### src/hw/rtl/ssmd_pkg.sv
// Shared types, constants and glyph decode for the seven-segment mux driver.
`default_nettype none

package ssmd_pkg;

   // Digits on the display and derived widths
   localparam int NUM_DIGITS = 3;
   localparam int PHASE_W    = $clog2(NUM_DIGITS + 1);
   localparam int IDX_W      = (NUM_DIGITS > 1) ? $clog2(NUM_DIGITS) : 1;
   localparam int DIGIT_W    = 3;    // visible digit enable pins
   localparam int SEG_W      = 8;    // hgfedcba
   localparam int CODE_W     = 5;
   localparam int VALUE_W    = 10;
   localparam int DEC_DIGITS = 3;    // decimal digits of the largest value

   localparam logic [VALUE_W-1:0] MAX_VALUE  = VALUE_W'(999);
   localparam logic [CODE_W-1:0]  BLANK_CODE = CODE_W'(25);

   // Request kinds carried on tuser
   typedef enum logic {
      CMD_SET  = 1'b0,
      CMD_TICK = 1'b1
   } cmd_type;

   typedef logic [CODE_W-1:0] code_type;

   // Digit code update from the splitter to the scan logic
   typedef struct packed {
      logic                            load;
      logic [NUM_DIGITS-1:0][CODE_W-1:0] codes;
   } codes_upd_type;

   // Pin levels as one result
   typedef struct packed {
      logic [SEG_W-1:0]   segment;
      logic [DIGIT_W-1:0] digit;
   } pins_type;

   // Glyph table, segments active high, bit order hgfedcba
   function automatic logic [SEG_W-1:0] glyph(input code_type code);
      logic [SEG_W-1:0] pat;
      case (code)
         5'd0:    pat = 8'h3F;
         5'd1:    pat = 8'h06;
         5'd2:    pat = 8'h5B;
         5'd3:    pat = 8'h4F;
         5'd4:    pat = 8'h66;
         5'd5:    pat = 8'h6D;
         5'd6:    pat = 8'h7D;
         5'd7:    pat = 8'h07;
         5'd8:    pat = 8'h7F;
         5'd9:    pat = 8'h6F;
         5'd10:   pat = 8'h5F;
         5'd11:   pat = 8'h7C;
         5'd12:   pat = 8'h58;
         5'd13:   pat = 8'h5E;
         5'd14:   pat = 8'h7B;
         5'd15:   pat = 8'h71;
         5'd16:   pat = 8'h77;
         5'd17:   pat = 8'h39;
         5'd18:   pat = 8'h79;
         5'd19:   pat = 8'h76;
         5'd20:   pat = 8'h1E;
         5'd21:   pat = 8'h38;
         5'd22:   pat = 8'h73;
         5'd23:   pat = 8'h3E;
         5'd24:   pat = 8'h80;
         default: pat = 8'h00;   // blank, and codes past the table
      endcase
      return pat;
   endfunction

endpackage

`default_nettype wire

### src/hw/rtl/ssmd_digit_split.sv
// Splits a value of 0 to 999 into blanked decimal digit codes.
`default_nettype none

module ssmd_digit_split (
   input  wire logic                          load,
   input  wire logic [ssmd_pkg::VALUE_W-1:0]  value,
   output ssmd_pkg::codes_upd_type            upd
);

   localparam int DEC_DIGITS_L = ssmd_pkg::DEC_DIGITS;

   logic [17:0] tens_prod;
   logic [15:0] hund_prod;
   logic [6:0]  q10;        // value / 10
   logic [3:0]  hund;
   logic [9:0]  units_full;
   logic [6:0]  tens_full;
   logic [DEC_DIGITS_L-1:0][3:0] dec;
   logic [DEC_DIGITS_L-1:0]      blank;

   // reciprocal multiplies, exact for values below 1000
   assign tens_prod  = 18'(value) * 18'd205;
   assign q10        = tens_prod[17:11];
   assign hund_prod  = 16'(value) * 16'd41;
   assign hund       = hund_prod[15:12];
   assign units_full = value - 10'(q10) * 10'd10;
   assign tens_full  = q10 - 7'(hund) * 7'd10;

   assign dec[0]   = units_full[3:0];
   assign dec[1]   = tens_full[3:0];
   assign dec[2]   = hund;
   assign blank[0] = 1'b0;
   assign blank[1] = (value < ssmd_pkg::VALUE_W'(10));
   assign blank[2] = (value < ssmd_pkg::VALUE_W'(100));

   always_comb begin
      upd.load = load && (value <= ssmd_pkg::MAX_VALUE);
      for (int k = 0; k < ssmd_pkg::NUM_DIGITS; k++) begin
         if (k < DEC_DIGITS_L && !blank[k % DEC_DIGITS_L]) begin
            upd.codes[k] = ssmd_pkg::CODE_W'(dec[k % DEC_DIGITS_L]);
         end else begin
            upd.codes[k] = ssmd_pkg::BLANK_CODE;
         end
      end
   end

endmodule

`default_nettype wire

### src/hw/rtl/ssmd_scan.sv
// Digit code store, polarity register, scan phase and pin level registers.
`default_nettype none

module ssmd_scan (
   input  wire logic                clock,
   input  wire logic                reset,
   input  wire logic                csr_wr_en,
   input  wire logic                csr_wr_data,
   input  wire logic                tick,
   input  wire ssmd_pkg::codes_upd_type  upd,
   output ssmd_pkg::pins_type       pins_next
);

   logic                                         polarity_ff;
   logic [ssmd_pkg::PHASE_W-1:0]                 phase_ff, phase_in;
   logic [ssmd_pkg::NUM_DIGITS-1:0][ssmd_pkg::CODE_W-1:0] codes_ff, codes_in;
   ssmd_pkg::pins_type                           pins_ff, pins_in;

   logic [ssmd_pkg::DIGIT_W-1:0] off_mask;
   logic [ssmd_pkg::SEG_W-1:0]   pattern;
   logic                         lit_phase;

   assign off_mask  = polarity_ff ? '0 : '1;
   assign lit_phase = (phase_ff < ssmd_pkg::PHASE_W'(ssmd_pkg::NUM_DIGITS));
   assign pattern   = ssmd_pkg::glyph(codes_ff[phase_ff[ssmd_pkg::IDX_W-1:0]]);

   always_comb begin
      codes_in = upd.load ? upd.codes : codes_ff;
      phase_in = phase_ff;
      pins_in  = pins_ff;
      if (tick) begin
         pins_in.digit = off_mask;
         if (lit_phase) begin
            pins_in.digit   = off_mask ^ (ssmd_pkg::DIGIT_W'(1) << phase_ff);
            pins_in.segment = polarity_ff ? ~pattern : pattern;
            phase_in        = phase_ff + 1'b1;
         end else begin
            // dark phase: segments hold, scan wraps
            phase_in = '0;
         end
      end
   end

   assign pins_next = pins_in;

   always_ff @(posedge clock) begin
      if (reset) begin
         polarity_ff     <= 1'b0;
         phase_ff        <= '0;
         codes_ff        <= {ssmd_pkg::NUM_DIGITS{ssmd_pkg::BLANK_CODE}};
         pins_ff.digit   <= '1;
         pins_ff.segment <= '0;
      end else begin
         if (csr_wr_en) begin
            polarity_ff <= csr_wr_data;
         end
         phase_ff <= phase_in;
         codes_ff <= codes_in;
         pins_ff  <= pins_in;
      end
   end

endmodule

`default_nettype wire

### src/hw/rtl/ssmd_out_buf.sv
// Two-entry result buffer that decouples the request side from rsp_tready.
`default_nettype none

module ssmd_out_buf (
   input  wire logic                clock,
   input  wire logic                reset,
   input  wire logic                push,
   input  wire ssmd_pkg::pins_type  push_data,
   output logic                     full,
   output logic                     out_valid,
   input  wire logic                out_ready,
   output ssmd_pkg::pins_type       out_data
);

   ssmd_pkg::pins_type entry_ff [2];
   logic [1:0] count_ff, count_in;
   logic       rd_ptr_ff, wr_ptr_ff;
   logic       pop;

   assign full      = (count_ff == 2'd2);
   assign out_valid = (count_ff != 2'd0);
   assign pop       = out_valid && out_ready;
   assign out_data  = entry_ff[rd_ptr_ff];

   always_comb begin
      count_in = count_ff;
      if (push && !pop) begin
         count_in = count_ff + 2'd1;
      end else if (pop && !push) begin
         count_in = count_ff - 2'd1;
      end
   end

   always_ff @(posedge clock) begin
      if (push) begin
         entry_ff[wr_ptr_ff] <= push_data;
      end
   end

   always_ff @(posedge clock) begin
      if (reset) begin
         count_ff  <= '0;
         rd_ptr_ff <= 1'b0;
         wr_ptr_ff <= 1'b0;
      end else begin
         count_ff <= count_in;
         if (push) begin
            wr_ptr_ff <= ~wr_ptr_ff;
         end
         if (pop) begin
            rd_ptr_ff <= ~rd_ptr_ff;
         end
      end
   end

endmodule

`default_nettype wire

### src/hw/rtl/seven_segment_mux_driver_core.sv
// Top level of the three-digit multiplexed seven-segment display driver.
//
// Request channel (req_*): each transfer is one command. tuser selects the
// kind: set value (tdata carries the number, 0 to 999 shown, larger values
// ignored) or refresh tick (tdata unused). Every request gives exactly one
// response transfer (rsp_*) with the digit enable and segment pin levels as
// they stand after the command; a set value repeats the current levels.
// The response is written into the result buffer on the request transfer.
// Throughput: one request per cycle while the result buffer is not full, set by
// the single decode stage between the state registers and the two-entry result buffer.
// csr_wr_en/csr_wr_data write the polarity bit (1: inverted pin levels);
// it takes effect on the pins at the next refresh tick.
// Reset (synchronous, active high): scan phase 0, all digits blank, digit
// pins at the off level (3'b111), segments 0, polarity common cathode,
// response buffer empty.
// Receiver stall: results pile up in the two-entry buffer; req_tready drops
// only when both entries are held, so no result is lost or repeated.
`default_nettype none

module seven_segment_mux_driver_core (
   input  wire logic        clock,
   input  wire logic        reset,
   // request channel
   input  wire logic        req_tvalid,
   output logic             req_tready,
   input  wire logic [15:0] req_tdata,   // [9:0] value, [15:10] zero
   input  wire logic        req_tuser,   // [0] cmd: 0 set value, 1 refresh tick
   // response channel
   output logic             rsp_tvalid,
   input  wire logic        rsp_tready,
   output logic [15:0]      rsp_tdata,   // [2:0] digit_drive, [10:3] segment_drive, [15:11] zero
   // configuration
   input  wire logic        csr_wr_en,
   input  wire logic        csr_wr_data  // polarity: 1 inverts digit and segment levels
);

   logic                     req_xfer;
   logic                     buf_full;
   logic                     is_tick;
   ssmd_pkg::codes_upd_type  codes_upd;
   ssmd_pkg::pins_type       pins_next;
   ssmd_pkg::pins_type       rsp_pins;

   assign req_tready = !buf_full;
   assign req_xfer   = req_tvalid && req_tready;
   assign is_tick    = req_xfer && (ssmd_pkg::cmd_type'(req_tuser) == ssmd_pkg::CMD_TICK);

   // set-value path: value to blanked digit codes
   ssmd_digit_split u_split (
      .load  (req_xfer && (ssmd_pkg::cmd_type'(req_tuser) == ssmd_pkg::CMD_SET)),
      .value (req_tdata[ssmd_pkg::VALUE_W-1:0]),
      .upd   (codes_upd)
   );

   // display state and scan sequencing
   ssmd_scan u_scan (
      .clock       (clock),
      .reset       (reset),
      .csr_wr_en   (csr_wr_en),
      .csr_wr_data (csr_wr_data),
      .tick        (is_tick),
      .upd         (codes_upd),
      .pins_next   (pins_next)
   );

   // result register with skid entry
   ssmd_out_buf u_obuf (
      .clock     (clock),
      .reset     (reset),
      .push      (req_xfer),
      .push_data (pins_next),
      .full      (buf_full),
      .out_valid (rsp_tvalid),
      .out_ready (rsp_tready),
      .out_data  (rsp_pins)
   );

   assign rsp_tdata = {5'b0, rsp_pins.segment, rsp_pins.digit};

endmodule

`default_nettype wire
### config.mk
export PLATFORM = sky130hd
export DESIGN_NAME = seven_segment_mux_driver_core
export DESIGN_NICKNAME = d
export VERILOG_FILES = /design/src/hw/rtl/ssmd_pkg.sv /design/src/hw/rtl/ssmd_digit_split.sv /design/src/hw/rtl/ssmd_scan.sv /design/src/hw/rtl/ssmd_out_buf.sv /design/src/hw/rtl/seven_segment_mux_driver_core.sv
export SDC_FILE = /design/constraint.sdc
export NUM_CORES = 1
export LEC_CHECK = 0
export BUFFER_PORTS_ARGS = -buffer_cell sky130_fd_sc_hd__clkbuf_2
export CORE_UTILIZATION = 60
export DETAILED_ROUTE_END_ITERATION = 7
export HOLD_SLACK_MARGIN = 0.12
export PLACE_DENSITY = 0.8
export SLEW_MARGIN = 20
export SYNTH_ARGS = -nofsm -noshare
export SYNTH_HDL_FRONTEND = slang
export SYNTH_SLANG_ARGS = --single-unit
### constraint.sdc
create_clock -name clock -period 6.1 [get_ports clock]
set_input_delay 0.61 -clock clock [delete_from_list [all_inputs] [get_ports clock]]
set_output_delay 0.61 -clock clock [all_outputs]
set_load 0.05 [all_outputs]
==> metrics.md <==
| Metric | Value |
|---|---|
| Status | finished, final reports clean |
| First DRT Iteration DRCs | roughly 100 |
| Routed Antenna Nets | 0 |
| Sequential share of the synthesized area | 26.4% |
| CTS buffer count | 5 |
| First-pass GRT wire length | ~15000 um |
| N_diodes | 0 |
| Maximum root-to-sink buffer count | 2 |
| Number of global-route vias before repair | 3450 |
| Final Skew | 8.35 ps |
| Worst skew pair latency | 320 ps |
| EDFF count, synth | 22 |
| Total Power | 1.96 mW |
| Pleak | 2.64 nW |
| Num ports | just over 40 |
| Most frequent cells in the layout | ha_1 (94), inv_1 (80), dfxtp_1 (34), nor2_1 (29), clkbuf_2 (29) |
| Syn_area_per_cell | 9.96 sq um |
| Fillers | 655 |
| FP Rows | 33 |
| Power Dens Cells | 362 nW/um^2 |
| Worst EP required | about 6300 ps |
| Async SR Flop Fraction | 0% |
| Hold Path Stages | 1 |
| Final WL | 9270 um |
| Setup bufs post-CTS | 0 |
| Post-Synthesis Cells | 511 |
| Max Freq | about 180 MHz |
| Final min period | 5500 ps |
| Max-slew violations | 0 |
| Max cap viols | 0 |
| # setup viols final | 0 |
| Most used cell, CP | inv_1 |
| Antenna violations before repair | 0 |
| Critical path capture point type | register |
| Most common cell after layout, fill and taps aside | ha_1 |
| Residual DRC | 0 |
| CTS tree | done |
| Worst Setup Start Kind | primary input |
| Commonest register cell after synthesis | dfxtp_1 |
| Multi-input gate area | 3360 sq um |
| Fin. Hold Viols | 0 |
| Register area | roughly 1300 sq um |
| Total Routing Usage GR | 22.0% |
| Initial Util | 61.9% |
| CP cell instances | clkbuf_2 > inv_1 > ha_1 > inv_1 > fa_1 > inv_1 > fa_1 > inv_1 > fa_1 > inv_1 > ha_1 > a21oi_1 > o21ai_1 > a31oi_1 > xor2_1 > ha_1 > fa_1 > xnor2_1 > xnor2_1 > xnor2_1 > xnor3_1 > xnor2_1 > o31a_1 |
| RSZ-0062 raised after global routing | false |
| Kind of critical path | primary input to register |
| Cell taking the most area after synthesis | ha_1 |
| Post-synth top area share | 23.1% |
| Setup TNS | 0 ps |
| Area Overhead vs Synth | 6.17% |
| Internal | between 1 and 1.5 mW |
| Die W | approximately 94 um |
| Die height | approximately 94 um |
| Sw frac | 44.5% |
| Critical path fanouts, max | 7 |
| Yosys warning count | 0 |
| #FFs+latches synth | between 50 and 60 |
| DR pass1 iterations | 4 |
| Pin count of the biggest net entering global routing | 33 |
| Post-CTS Hold Buffers | 0 |
| Worst stage delay on the critical path | 530 ps |
| Sw Pwr | slightly below 0.9 mW |
| Logic pwr share | 62.3% |
| Placer congestion estimate | slightly below 0.9 |
| Synth top area cells | ha_1 (23%), dfxtp_1 (13%), edfxtp_1 (13%) |
| Port Buf Inserts | 29 |
| Crit path DAT | 5710 ps |
| Clk sinks | 56 |
| Share of cells above drive strength 1 | 13.9% |
| Core area | 8220 sq um |
| Clock power frac | around 11% |
| Total die area | 8860 sq um |
| CTS clk-pin slew, worst paths | 100 ps |
| Slew headroom | about a third |
| H-tree levels | 2 |
| Worst-margin pin slew | 975 ps |
| CTS root buffer | clkbuf_8 |
| Sequential group share of total power | 26.8% |
| Max IR drop VDD | 0.173 mV |
| Post-DP HPWL | roughly 7600 um |
| Grt ovf | 0 |
| Mapped cell area | 5090 sq um |
| Reg2reg path depth | 9 |
| Wire length per cell | 14.4 um |
| Vias after detailed routing | 3568 |
| Worst hold-check path type | register to register |
| DR vias/cell | 5.55 |
| Slowest cell on crit path | fa_1 |
| Post-CTS sizing | 0 |
| Nets | approximately 680 |
| Period utilization | 90.1% |
| Post-synth cell types | 66 |
## cell type report
class / count / area share, %
sequential: 56 / 24.8
multi-input combinational: 361 / 62.2
clock buffer: 5 / 1.27
inverter: 80 / 5.56
timing repair buffer: 33 / 3.24
clock inverter: 3 / 0.509
tap: 105 / 2.43
## power by group through the flow
stage	Sequential, mW	Clock (mW)	Combinational [mW]
2_1_floorplan	0.509	0	1.01
3_3_place_gp	0.529	0	1.17
3_5_place_dp	0.535	0	1.22
4_1_cts	0.526	0.215	1.23
5_1_grt	0.534	0.233	1.36
6_report	0.525	0.212	1.22
## registers in the layout (all words and copies together) (netlist names), named ones only
register and count:
u_obuf.count_ff 2, u_obuf.entry_ff 22, u_obuf.rd_ptr_ff 1, u_obuf.wr_ptr_ff 1, u_scan.codes_ff 15, u_scan.phase_ff 2
u_scan.pins_ff 11, u_scan.polarity_ff 1
## path summary, 6_finish.rpt
| kind | startpoint | endpoint | slack [ps] |
|---|---|---|---|
| worst max-delay path | req_tdata[2] | u_scan.codes_ff[8]$_SDFFE_PP1P_ | 600 |
| worst min-delay path | u_scan.codes_ff[4]$_SDFFE_PP1P_ | u_scan.codes_ff[4]$_SDFFE_PP1P_ | 460 |
| worst min register to register | u_scan.codes_ff[4]$_SDFFE_PP1P_ | u_scan.codes_ff[4]$_SDFFE_PP1P_ | 460 |
| worst max register to register | u_scan.phase_ff[1]$_SDFFE_PP0P_ | u_scan.pins_ff[3]$_SDFF_PP0_ | 3000 |
## Yosys cell counts (all sizes together), types with 3 or more instances
cell      n
ha       94
inv      80
dfxtp    34
nor2     29
edfxtp   22
fa       22
nand2    22
a21oi    20
o21ai    18
mux2     17
xnor2    15
buf      11
xor2     11
nor2b    10
mux2i     9
o211ai    9
clkbuf    7
or2       7
a211oi    6
a21o      6
and3      4
nand2b    4
nand3b    4
nor3      4
a2bb2oi   3
a31oi     3
nand3     3
or3       3
## routing by layer
layer  wire, um  global-route usage [%]  vias up  part of all wire, %
met5          0                       0        -                    0
met3        197                    2.35       20                  2.1
li1           -                       -     1802                    -
met1       4060                    26.0     1686                   44
met2       4800                    40.7       60                   52
met4        210                    8.21        0                  2.3
## through the flow
| step | utilization (%) | hold WS (ps) | cell area [sq um] | cells | worst slack, ps |
|---|---|---|---|---|---|
| 4_1_cts | 65.8 | 463 | 5400 | 643 | 570 |
| 3_3_place_gp | 64.6 | 432 | 5310 | 635 | 389 |
| 5_1_grt | 65.8 | 475 | 5400 | 643 | 337 |
| 3_5_place_dp | 64.6 | 439 | 5310 | 635 | 215 |
| 2_1_floorplan | - | 423 | 5100 | 515 | 843 |
| 6_report | 65.8 | 461 | 5400 | 643 | 603 |
## cells by family (layout without fill, tap and decap cells)
family | Yosys count | count (layout) | synth area share [%]
fa+ha+maj | 116 | 116 | 31.8
buf+inv | 98 | 121 | 7.94
simple gates | 95 | 95 | 9.44
compound gates | 91 | 91 | 13.2
flops | 56 | 56 | 26.4
xor+xnor | 28 | 28 | 5.36
mux | 26 | 26 | 5.85
other cells | 1 | 5 | 0.0737
## critical path: cells and delay by family
| kind | cells | cell delay [ps] |
|---|---|---|
| AO/OA/AOI/OAI | 4 | 700 |
| buffers and inverters | 6 | 510 |
| XOR/XNOR | 6 | 1050 |
| adder cells (fa/ha/maj) | 7 | 2840 |
Power figures use the tool's default switching activity.
